### src/sv/sacld_pkg.sv
// ----------------------------------------------------------------------------
// sacld_pkg
// Shared types and constants of the set-associative cache LRU directory:
// configuration register indexes, field widths, the controller states and
// the lookup status that travels from the way logic to the top level.
// ----------------------------------------------------------------------------
`default_nettype none

package sacld_pkg;

	// Configuration register indexes.
	localparam logic [1:0] REG_WAYS       = 2'd0;
	localparam logic [1:0] REG_SET_BITS   = 2'd1;
	localparam logic [1:0] REG_BLOCK_BITS = 2'd2;
	localparam logic [1:0] REG_WB_MODE    = 2'd3;

	// Fixed field widths.
	localparam int CFG_W    = 5;
	localparam int WAY_OUT_W = 4;
	localparam int SET_OUT_W = 6;
	localparam int OFS_W    = 5;
	localparam int RANK_W   = 4;
	localparam int VTAG_W   = 32;

	// Largest legal block_bits and set_bits values.
	localparam logic [2:0] BLOCK_BITS_MAX = 3'd5;
	localparam logic [2:0] SET_BITS_MAX   = 3'd6;

	// Controller states.
	typedef enum logic {
		ST_IDLE,
		ST_LOOKUP
	} sacld_state_t;

	// Lookup status of one request.
	typedef struct packed {
		logic                 hit;
		logic                 evict;
		logic [WAY_OUT_W-1:0] way;
	} sacld_lkp_t;

endpackage

`default_nettype wire

### src/sv/sacld_way_logic.sv
// ----------------------------------------------------------------------------
// sacld_way_logic
// Per-set way logic: tag match, LRU victim choice and the updated valid,
// dirty and rank row that is written back after the lookup.
// ----------------------------------------------------------------------------
`default_nettype none

module sacld_way_logic
	import sacld_pkg::*;
#(
	parameter int MAX_WAYS  = 16,
	parameter int ADDR_BITS = 32
) (
	input  wire logic [CFG_W-1:0]                        ways,
	input  wire logic                                    is_write,
	input  wire logic                                    wb_mode,
	input  wire logic [ADDR_BITS-1:0]                    tag,
	input  wire logic [MAX_WAYS-1:0][ADDR_BITS-1:0]      tag_row,
	input  wire logic [MAX_WAYS-1:0]                     vld_row,
	input  wire logic [MAX_WAYS-1:0]                     dty_row,
	input  wire logic [MAX_WAYS-1:0][RANK_W-1:0]         rank_row,
	output sacld_lkp_t                                   lkp,
	output logic [ADDR_BITS-1:0]                         vtag,
	output logic [MAX_WAYS-1:0]                          vld_new,
	output logic [MAX_WAYS-1:0]                          dty_new,
	output logic [MAX_WAYS-1:0][RANK_W-1:0]              rank_new
);

	localparam int WAY_W = (MAX_WAYS > 1) ? $clog2(MAX_WAYS) : 1;

	logic [MAX_WAYS-1:0] in_use;
	logic [MAX_WAYS-1:0] match;
	logic [MAX_WAYS-1:0] lru0;
	logic [WAY_W-1:0]    hit_way;
	logic [WAY_W-1:0]    vic_way;
	logic [WAY_W-1:0]    sel_way;
	logic                hit;
	logic [RANK_W-1:0]   cur_rank;

	// Tag compare and rank-zero detect on every way in use.
	always_comb begin
		for (int i = 0; i < MAX_WAYS; i++) begin
			in_use[i] = CFG_W'(i) < ways;
			match[i]  = in_use[i] && vld_row[i] && (tag_row[i] == tag);
			lru0[i]   = in_use[i] && (rank_row[i] == '0);
		end
	end

	// Lowest numbered matching way and lowest numbered way of rank zero.
	always_comb begin
		hit_way = '0;
		vic_way = '0;
		for (int i = MAX_WAYS - 1; i >= 0; i--) begin
			if (match[i]) begin
				hit_way = WAY_W'(i);
			end
			if (lru0[i]) begin
				vic_way = WAY_W'(i);
			end
		end
	end

	assign hit      = |match;
	assign sel_way  = hit ? hit_way : vic_way;
	assign cur_rank = rank_row[sel_way];

	// Lookup status and victim tag for the write-back address.
	always_comb begin
		lkp.hit   = hit;
		lkp.way   = WAY_OUT_W'(sel_way);
		lkp.evict = !hit && vld_row[sel_way] && dty_row[sel_way];
		vtag      = lkp.evict ? tag_row[sel_way] : '0;
	end

	// Updated row: install on a miss, update the dirty bit, promote the way.
	always_comb begin
		vld_new  = vld_row;
		dty_new  = dty_row;
		rank_new = rank_row;
		if (!hit) begin
			vld_new[sel_way] = 1'b1;
			dty_new[sel_way] = is_write && wb_mode;
		end else if (is_write) begin
			dty_new[sel_way] = wb_mode;
		end
		for (int i = 0; i < MAX_WAYS; i++) begin
			if (in_use[i] && (rank_row[i] > cur_rank)) begin
				rank_new[i] = rank_row[i] - RANK_W'(1);
			end
		end
		rank_new[sel_way] = RANK_W'(ways - CFG_W'(1));
	end

endmodule

`default_nettype wire

### config.mk
export PLATFORM = sky130hd
export DESIGN_NAME = sacld_way_logic
export DESIGN_NICKNAME = d
export VERILOG_FILES = /design/src/sv/sacld_pkg.sv /design/src/sv/sacld_way_logic.sv
export SDC_FILE = /design/constraint.sdc
export NUM_CORES = 1
export LEC_CHECK = 0
export BUFFER_PORTS_ARGS = -buffer_cell sky130_fd_sc_hd__buf_2
export CORE_AREA = 2 2 307 309
export DETAILED_ROUTE_END_ITERATION = 6
export DIE_AREA = 0 0 309 311
export SLEW_MARGIN = 30
export SYNTH_ARGS = -nofsm -noshare
export SYNTH_HDL_FRONTEND = slang
export SYNTH_SLANG_ARGS = --single-unit
### constraint.sdc
create_clock -name vclk -period 13.3
set_clock_uncertainty 0.1 [all_clocks]
set_input_delay 2.66 -clock vclk [all_inputs]
set_output_delay 2.66 -clock vclk [all_outputs]
set_load 0.01 [all_outputs]
# Word-level counts from Yosys, hierarchy flattened
# Cells that the tools add are included.
dict set report op_classes {
  n_eq_ne 16
  n_addsub 17
  muxes 68
  order_cmp 34
  n_reduce_logical 86
  bitwise 1
}
# operator count
set ops {}
lappend ops {{$eq 32x32->1} 16}
lappend ops {{$mux 4} 51}
lappend ops {{$bmux 32 s4} 1}
lappend ops {{$logic_and 1x1->1} 68}
lappend ops {{$sub 4x1->4 const B} 17}
lappend ops {{$bwmux 64} 1}
lappend ops {{$gt 4x4->1} 16}
lappend ops {{$logic_not 4->1} 16}
lappend ops {{$mux 32} 2}
lappend ops {{$mux 16} 3}
lappend ops {{$lt 4x5->1 const A} 8}
lappend ops {{$bwmux 16} 2}
lappend ops {{$lt 3x5->1 const A} 4}
lappend ops {{$bmux 4 s4} 1}
lappend ops {{$demux 4 s4} 1}
lappend ops {{$or 16x16->16} 1}
lappend ops {{$reduce_or 16->1} 1}
lappend ops {{$lt 1x5->1 const A} 2}
lappend ops {{$lt 2x5->1 const A} 2}
lappend ops {{$bmux 1 s4} 2}
lappend ops {{$lt 4x5->1 const B} 1}
lappend ops {{$demux 1 s4} 1}
lappend ops {{$ge 4x1->1 const B} 1}
lappend ops {{$mux 1} 3}
lappend ops {{$logic_not 1->1} 1}
dict set report word_totals {
  output_inout_bits 134
  register_bits 0
  elab_cells 222
  inputBits 647
}

# Logic depth before layout (Yosys ltp)
# Gate-level depths: netlist of run 1.
dict set report logic_depth {
  ltp_word 27
  mapped_depth 30
  depth_no_buf 24
}

# Least setup slack after synthesis of run 1
# OpenSTA, ideal clock, no wires.
dict set report synth_timing {
  path_kind {input to output}
  start {input tag[29]}
  end {output rank_new[59] (netlist bit)}
  cell_stages 24
  path_slack_ps 2188
  arrival_ps 8352
  cell_sequence {buf_2 -> xor2_1 -> or4_1 -> or4_1 -> nor4_1 -> or4_1 -> nor3_1 -> or3_1 -> buf_2 -> inv_2 -> clkbuf_1 -> clkbuf_1 -> buf_2 -> o211ai_1 -> a31oi_1 -> ha_1 -> nor2b_1 -> o21a_1 -> o21a_1 -> o21ai_0 -> nor4_1 -> xor2_1 -> nor2_1 -> a21oi_1}
}
# item line_no
set synth_rtl {}
lappend synth_rtl {{start: declaration} sacld_way_logic.sv:17} ;# input wire logic [ADDR_BITS-1:0] tag,
lappend synth_rtl {{end: declaration} sacld_way_logic.sv:26} ;# output logic [MAX_WAYS-1:0][RANK_W-1:0] rank_new

==> results of run 1 <==
-- layout by cell type, fill, tap and decap left out, types with 33 or more instances in the layout --
cell and instances:
nand4_1 122, ha_1 97, mux2i_1 173, o21ai_0 82, nor3_1 50, nand2b_1 33
nor2_1 216, mux2_2 61, nor4_1 120, nand2_1 198, a21oi_1 69, nand3_1 74
a211oi_1 56, buf_2 781, xor2_1 285, o211ai_1 40, buf_4 77, inv_1 59
xnor2_1 270, diode_2 45, nor2b_1 46
-- kinds of logic after synthesis --
kind of cell | count (synthesis)
AOI/OAI and AO/OA | 441
xor gates and xnor gates | 555
adders and majority gates | 97
buffers and inverters | 240
muxes | 235
and+or+nand+nor | 1010
-- metrics by stage --
stage               instances  hold slack, ns  instance area (um2)  utilization  worst slack, ns
CTS                      4512            5.56                23500        0.254            0.977
global route             4527            5.57                23600        0.254            0.631
finish                   4557            5.56                23600        0.255            0.621
floorplan                2578            5.32                18300            -             2.19
detailed placement       4512            5.55                23500        0.254            0.990
global placement         4512            5.55                23500        0.253            0.898
-- power groups by stage --
stage | clock network, mW | logic [mW] | registers (mW)
after global routing | 0.000000152 | 1.72 | 0
after CTS | 0 | 1.61 | 0
after floorplan | 0 | 0.870 | 0
after detailed placement | 0 | 1.60 | 0
after global placement | 0 | 1.60 | 0
final | 0.000000412 | 1.65 | 0
-- synthesized netlist by cell type, types with 11 or more instances --
master	count
nand2b_1	33
or4_1	22
and3_1	12
a41oi_1	11
buf_4	23
a21oi_1	69
nand3_1	74
o21a_1	26
nor2_1	219
o211ai_1	40
nand4_1	122
mux2_2	61
nor3_1	50
xnor2_1	270
mux2i_1	173
nand2_1	198
o22ai_1	14
and4_1	12
clkbuf_1	63
a31oi_1	14
inv_1	59
nor4_1	122
xor2_1	285
nor4b_1	18
a22oi_1	26
a311oi_1	11
nand4b_1	19
a311oi_2	11
nor2b_1	46
a211oi_1	56
buf_2	81
o21ai_0	82
ha_1	97
-- final timing paths --
path                    from      endpoint  slack, ns  depth (start not counted)
setup / recovery      tag[4]  rank_new[45]       0.62                         21
hold / removal    dty_row[6]    dty_new[6]       5.56                          3
-- per-layer routing --
| metal | wire length, um | GRT usage | up-vias |
|---|---|---|---|
| met3 | 18500 | 0.0970 | 437 |
| li1 | - | - | 10903 |
| met4 | 9930 | 0.161 | 52 |
| met1 | 69500 | 0.429 | 12584 |
| met2 | 77400 | 0.548 | 1855 |
| met5 | 370 | 0 | - |
-- final cells by class --
cell class	count	share of cell area
Multi-Input combinational cell	2338	0.728
Timing Repair Buffer	860	0.191
Tap cell	1254	0.0664
Antenna cell	45	0.00476
Inverter	60	0.00958
==> results.md, run 1 <==
* HPWL Detailed at 152,000 um
* Global-route wire length before repair at 226,000 um
* Area of the multi-input gates at 0.0172 mm2
* Compound-Gate Fraction of Synth Area at 0.170
* Synth top area share at 0.137
* Total wire length at 176,000 um
* Number of DRC markers in iteration 0 at 3,050
* WL/cell at 38.6 um
* FFs & Latches at 0
* Initial antenna violation count at 94
* IO Port Bufs at 781
* Pre-antenna DRT Iters at 7
* Register share of total power at 0
* Setup TNS at 0 ns
* Reg area at 0 um2
* Max incr delay on CP at 0.90 ns
* Final Max Tran Viols at 0
* Fmax at 78.9 MHz
* Critical Path AT at 9.92 ns
* Die Wd at 309 um
* Setup Buffers After CTS at 0
* VDD IR max at 0.0000339 V
* Core Region at 0.0928 mm2
* XOR/XNOR Fraction of Synth Area at 0.266
* Final setup violation count at 0
* Clock power frac at 0
* Clk_buf instances at 0
* Syn_area_per_cell at 7.08 um2
* Sequential share of the synthesized area at 0
* CP Data Required Time at 10.54 ns
* Gr ovfl total at 0
* Worst setup SP type: primary input
* Synth top area cells: xor2_1 (14%), xnor2_1 (13%), mux2i_1 (9.5%)
* Placer Congestion at 1.07
* Post-synthesis cell area at 0.0183 mm2
* Layout area overhead at 29.5%
* Worst Path Max Fanout at 35
* LEAKAGE at 9.62 nW
* Switching power total at 1.08 mW
* CP top delay family: compound AO/OA/AOI/OAI gates
* Fillers at 10,629
* Largest net degree at the start of global routing at 108
* Drt via density at 5.67
* Slew headroom at 0.315
* Post-layout min period at 12.68 ns
* Worst path buffer plus inverter count at 2
* Least-Margin Pin Slew at 1.02 ns
* Synth cell types at 76
* DRC viols at 6
* Pwr dens at 70.0 mW/mm2
* Number of global-route vias before repair at 24,506
* Simple-gate area share of the yosys netlist at 0.302
* Failing checks: design-rule violations
* Kind of critical path: in2out
* P_int at 0.575 mW
* Slowest CP cell: xnor2_1
* Post-CTS sizing at 0
* Mux contribution to synthesized area at 0.133
* Yosys Warn Count at 0
* Synth Instances at 2,578
* Total die area at 0.0961 mm2
* Hold Buf Count CTS at 0
* Largest area contributor in the netlist: xor2_1
* Gate power share at 1.000
* Share of cells above drive strength 1 at 0.302
* Tot Pwr at 1.65 mW
* # rows at 112
* Max-cap violations at 0
* Final Hold Viols at 0
* Final nets at 4,004
* GRT Total Usage at 0.346
* Sw Share at 0.653
* Critical path capture point type: primary output
* Post-Synth Adder-Cell Area at 0.0665
* Outcome: finished with violations
* Cell chain of the critical path: buf_2 -> xnor2_1 -> nand3_1 -> or4_1 -> nand4_1 -> nor4_4 -> and2_1 -> a21o_4 -> a211oi_1 -> a211oi_1 -> a211oi_1 -> a31o_2 -> ha_1 -> nor2b_1 -> o21a_1 -> o21a_1 -> o21ai_0 -> o21ai_0 -> nand2_1 -> o21ai_0 -> buf_2
* Final critical-path share of the clock period at 0.953
* Starting Density at 0.197
* Ports at 781
* Syn Nets at 3,322
* RSZ-0062 raised after global routing: no
* Worst hold path type: in2out
* Remaining antenna violation count after routing at 0
* Via count at 25,831
* Die height at 311 um
* Largest family of logic cells by synthesized area: simple AND/OR/NAND/NOR gates
(Power assumes the default switching activity.)
==> run 2: changes to the inputs <==
--- a/config.mk
+++ b/config.mk
@@ -9,6 +9,7 @@
 export CORE_AREA = 2 2 307 309
 export DETAILED_ROUTE_END_ITERATION = 6
 export DIE_AREA = 0 0 309 311
+export REMOVE_ABC_BUFFERS = 1
 export SLEW_MARGIN = 30
 export SYNTH_ARGS = -nofsm -noshare
 export SYNTH_HDL_FRONTEND = slang
==> results.md, run 2 (synthesis gave the netlist of run 1 again) <==
* Slew headroom at 0.208 (-0.107)
* Register share of total power at 0 (unchanged)
* Commonest non-fill, non-tap cell in the layout: buf_2
* LEAKAGE at 9.70 nW (+0.85%)
* Drt via density at 5.62 (-0.83%)
* Final nets at 4,019 (+0.37%)
* Initial antenna violation count at 156 (+66%)
* Hold_ws at 5.56 ns (+0.00322 ns)
* Setup Buffers After CTS at 0 (unchanged)
* IO Port Bufs at 781 (unchanged)
* RSZ-0062 raised after global routing: no
* Final Max Tran Viols at 0 (unchanged)
* Final setup violation count at 0 (unchanged)
* P_int at 0.580 mW (+1.0%)
* # rows at 112 (unchanged)
* Gr ovfl total at 0 (unchanged)
* Worst setup SP type: primary input
* Pwr dens at 69.8 mW/mm2 (-0.21%)
* Critical path capture point type: primary output
* HP Start: dty_row[6]
* Worst Setup SP: ways[0]
* Gate power share at 1.000 (about the same)
* Total wire length at 175,000 um (-0.13%)
* Clock power frac at 0 (unchanged)
* Sw Share at 0.651 (-0.00180)
* Die Wd at 309 um (unchanged)
* Post-CTS sizing at 0 (unchanged)
* CP Data Required Time at 10.54 ns (about the same)
* VDD IR max at 0.0000236 V (-30%)
* Max-cap violations at 0 (unchanged)
* HPWL Detailed at 153,000 um (about the same)
* Post-layout min period at 12.10 ns (-0.580 ns)
* Pre-antenna DRT Iters at 6 (-1)
* Least-Margin Pin Slew at 1.18 ns (+0.157 ns)
* Global-route wire length before repair at 225,000 um (about the same)
* WL/cell at 38.2 um (-0.98%)
* Via count at 25,835 (+0.015%)
* Number of global-route vias before repair at 25,002 (+2.0%)
* Hold Buf Count CTS at 0 (unchanged)
* Placer Congestion at 1.07 (-0.14%)
* Final Hold Viols at 0 (unchanged)
* Critical Path AT at 9.34 ns (-0.58 ns)
* Share of cells above drive strength 1 at 0.306 (+0.00320)
* Ports at 781 (unchanged)
* Worst hold path type: in2out
* Reg area at 0 um2 (unchanged)
* Worst Path Max Fanout at 38 (+8.6%)
* Kind of critical path: in2out
* Clk_buf instances at 0 (unchanged)
* Largest net degree at the start of global routing at 104 (-3.7%)
* Number of DRC markers in iteration 0 at 3,012 (-1.2%)
* Switching power total at 1.08 mW (+0.22%)
* Total die area at 0.0961 mm2 (unchanged)
* GRT Total Usage at 0.346 (about the same)
* FFs & Latches at 0 (unchanged)
* Commonest cells after routing, fill and taps aside: buf_2 (781), xor2_1 (285), xnor2_1 (270), nor2_1 (214), nand2_1 (198)
* Finished Cell Area at 0.0238 mm2 (+0.71%)
* Core Region at 0.0928 mm2 (unchanged)
* Final critical-path share of the clock period at 0.910 (-0.0436)
* Fmax at 82.7 MHz (+4.8%)
* Placed instance area at 0.0236 mm2 (+0.33%)
* Die height at 311 um (unchanged)
* Layout area overhead at 30.4%
* Starting Density at 0.197 (unchanged)
* Post-route core utilization at 0.257 (+0.00182)
* DRC viols at 0 (-6)
* Remaining antenna violation count after routing at 0 (unchanged)
* Outcome: finished, final reports clean
-- run 2: cell types whose count changed in the layout (fill, tap and decap cells not counted), sizes merged --
cell / change
buf: +15
diode: +24
-- run 2: path summary, 6_finish.rpt --
kind                  depth (start not counted)           end
worst min-delay path                          3    dty_new[6]
worst max-delay path                         27  rank_new[58]
-- run 2: routing by layer --
metal	part of all wire	GRT usage	routed length [um]
met1	0.37	0.399	65800
met2	0.44	0.552	77600
met3	0.10	0.102	17800
met4	0.078	0.226	13700
met5	0.0036	0	623
-- run 2: power groups by stage --
stage | registers, mW | logic, mW | clock network, mW
after floorplan | 0 | 0.865 | 0
after global placement | 0 | 1.61 | 0
after detailed placement | 0 | 1.62 | 0
after CTS | 0 | 1.62 | 0
after global routing | 0 | 1.73 | 0.000000250
final | 0 | 1.66 | 0.000000544
-- run 2: metrics by stage --
stage	setup TNS, ns	total power, mW	cells	setup slack, ns
final	0	1.66	4596	1.20
after global routing	0	1.73	4553	0.708
after CTS	0	1.62	4526	1.18
after detailed placement	0	1.62	4526	1.21
after global placement	0	1.61	4526	1.18
after floorplan	-399.59	0.865	2398	-3.75
-- run 2: worst max-delay path, stage by stage --
cell and delay (ns):
buf_2 0.55, a211oi_1 0.37, nor4_1 0.52, buf_4 0.21, nor2b_1 0.07, a21boi_0 0.33
o21bai_1 0.11, a21oi_1 0.41, buf_4 0.25, and2_1 0.13, buf_4 0.21, a21o_4 0.39
a211oi_1 0.09, a211oi_1 0.39, a211oi_1 0.09, a31o_2 0.37, buf_4 0.22, ha_1 0.29
nor2b_1 0.13, o21a_1 0.16, o21a_1 0.16, o21ai_0 0.57, nor2_1 0.11, xor2_1 0.16
nor2_1 0.05, a21oi_1 0.12, buf_2 0.15
-- run 2: cell type report --
| class | count | area [um2] |
|---|---|---|
| fillers | 10655 | 69000 |
| diodes | 69 | 173 |
| repair buffers | 875 | 4660 |
| well taps | 1254 | 1570 |
| inverters | 60 | 226 |
| multi-input cells | 2338 | 17200 |
==> run 3: changes to the inputs <==
--- a/config.mk
+++ b/config.mk
@@ -9,6 +9,7 @@
 export CORE_AREA = 2 2 307 309
 export DETAILED_ROUTE_END_ITERATION = 6
 export DIE_AREA = 0 0 309 311
+export PLACE_DENSITY = 0.37
 export REMOVE_ABC_BUFFERS = 1
 export SLEW_MARGIN = 30
 export SYNTH_ARGS = -nofsm -noshare
==> results.md, run 3 (synthesis gave the netlist of run 1 again) <==
* Outcome: finished, final reports clean
* FFs & Latches at 0 (unchanged)
* Total wire length at 173,000 um (-1.3%)
* Least-Margin Pin Slew at 1.08 ns (-0.0928 ns)
* WL/cell at 38.2 um (+0.14%)
* LEAKAGE at 9.53 nW (-1.7%)
* Post-CTS sizing at 0 (unchanged)
* Slew headroom at 0.277 (+0.0691)
* HP Start: vld_row[15]
* HPWL Detailed at 150,000 um (-1.6%)
* Gate power share at 1.000 (about the same)
* Sw Share at 0.661 (+0.00980)
* Placer Congestion at 1.02 (-4.7%)
* Share of cells above drive strength 1 at 0.298 (-0.00707)
* Setup Buffers After CTS at 0 (unchanged)
* Hold EP: vld_new[15]
* Number of DRC markers in iteration 0 at 2,678 (-11%)
* RSZ-0062 raised after global routing: no
* Starting Density at 0.197 (unchanged)
* Clk_buf instances at 0 (unchanged)
* Layout area overhead at 28.5%
* CP Data Required Time at 10.54 ns (about the same)
* DRC viols at 0 (unchanged)
* Remaining antenna violation count after routing at 0 (unchanged)
* Reg area at 0 um2 (unchanged)
* Final Hold Viols at 0 (unchanged)
* WHS Path Cells at 3 (unchanged)
* GRT Total Usage at 0.342 (-0.00407)
* Via count at 25,165 (-2.6%)
* Commonest cells after routing, fill and taps aside: buf_2 (781), xor2_1 (285), xnor2_1 (269), nor2_1 (217), nand2_1 (198)
* Worst setup SP type: primary input
* Initial antenna violation count at 53 (-66%)
* Global-route wire length before repair at 223,000 um (-0.99%)
* Largest net degree at the start of global routing at 118 (+13%)
* Pre-antenna DRT Iters at 6 (unchanged)
* Hold_ws at 5.63 ns (+0.0717 ns)
* Post-layout min period at 12.06 ns (-0.0346 ns)
* # rows at 112 (unchanged)
* Max-cap violations at 0 (unchanged)
* Pwr dens at 70.8 mW/mm2 (+1.4%)
* Final critical-path share of the clock period at 0.907 (-0.00260)
* P_int at 0.564 mW (-2.9%)
* Fmax at 82.9 MHz (+0.29%)
* Critical path capture point type: primary output
* Final Max Tran Viols at 0 (unchanged)
* Post-route core utilization at 0.253 (-0.00372)
* VDD IR max at 0.0000273 V (+15%)
* Gr ovfl total at 0 (unchanged)
* Kind of critical path: in2out
* Switching power total at 1.10 mW (+1.4%)
* Worst Path Max Fanout at 25 (-34%)
* Commonest non-fill, non-tap cell in the layout: buf_2
* Total die area at 0.0961 mm2 (unchanged)
* Die Wd at 309 um (unchanged)
* Core Region at 0.0928 mm2 (unchanged)
* Final nets at 3,986 (-0.82%)
* Hold Buf Count CTS at 0 (unchanged)
* Critical Path AT at 9.30 ns (-0.04 ns)
* Register share of total power at 0 (unchanged)
* Worst hold path type: in2out
* Die height at 311 um (unchanged)
* Final setup violation count at 0 (unchanged)
* Number of global-route vias before repair at 24,676 (-1.3%)
* Clock power frac at 0 (unchanged)
* IO Port Bufs at 781 (unchanged)
* Ports at 781 (unchanged)
* Drt via density at 5.56 (-1.1%)
[run 3: changes by cell type in the layout (fill, tap and decap cells not counted), moves of 2 or more]
cell and change:
o21ai_0 +2, a211oi_1 -2, nor2_1 +3, a211oi_2 +2, buf_4 -32, nor2_2 -3
o21ai_1 -2, diode_2 -35
[run 3: power by group through the flow]
stage	logic, mW	registers (mW)	clock network (mW)
3_5_place_dp	1.62	0	0
6_report	1.66	0	0.000000298
2_1_floorplan	0.865	0	0
3_3_place_gp	1.63	0	0
4_1_cts	1.63	0	0
5_1_grt	1.73	0	0.000000192
[run 3: layout make-up]
class / instances / area (um2)
Tap cell: 1254 / 1570
Antenna cell: 34 / 85.1
Inverter: 60 / 226
Multi-Input combinational cell: 2338 / 17200
Timing Repair Buffer: 842 / 4390
Fill cell: 10833 / 69300
[run 3: through the flow]
step	TNS, ns	setup WS (ns)	std cells	area (um2)	power, mW
floorplan	-399.59	-3.75	2398	17400	0.865
global placement	0	1.40	4494	23400	1.63
detailed placement	0	1.37	4494	23400	1.62
CTS	0	1.36	4494	23400	1.63
global route	0	0.883	4513	23400	1.73
finish	0	1.24	4528	23500	1.66
[run 3: layer usage]
layer  global-route usage  wire length [um]
met1                0.415             68300
met5                    0                93
met2                0.556             79100
met3               0.0561             12700
met4                0.218             12800
[run 3: critical path, stage by stage]
cell and delay [ns]:
buf_2 0.73, xor2_1 0.22, nand2b_1 0.19, or4_1 0.39
or4_1 0.70, nand2_1 0.11, nor2_1 0.08, o21ai_4 0.75
mux2i_1 0.44, a211oi_1 0.13, a211oi_1 0.23, a31o_2 0.48
ha_1 0.34, nor2b_1 0.13, o21a_1 0.17, o21a_1 0.16
o21ai_0 0.65, nor2_1 0.13, xor2_1 0.18, nor2_1 0.05
a21oi_1 0.16, buf_2 0.15
[run 3: worst max path at each step]
stage	startpoint	endpoint	depth (start not counted)
detailed placement	tag[0]	rank_new[11]	23
global route	tag[0]	rank_new[11]	23
CTS	tag[0]	rank_new[11]	23
finish	tag[0]	rank_new[10]	22
floorplan	tag[13]	rank_new[51]	21
global placement	tag[17]	rank_new[26]	22
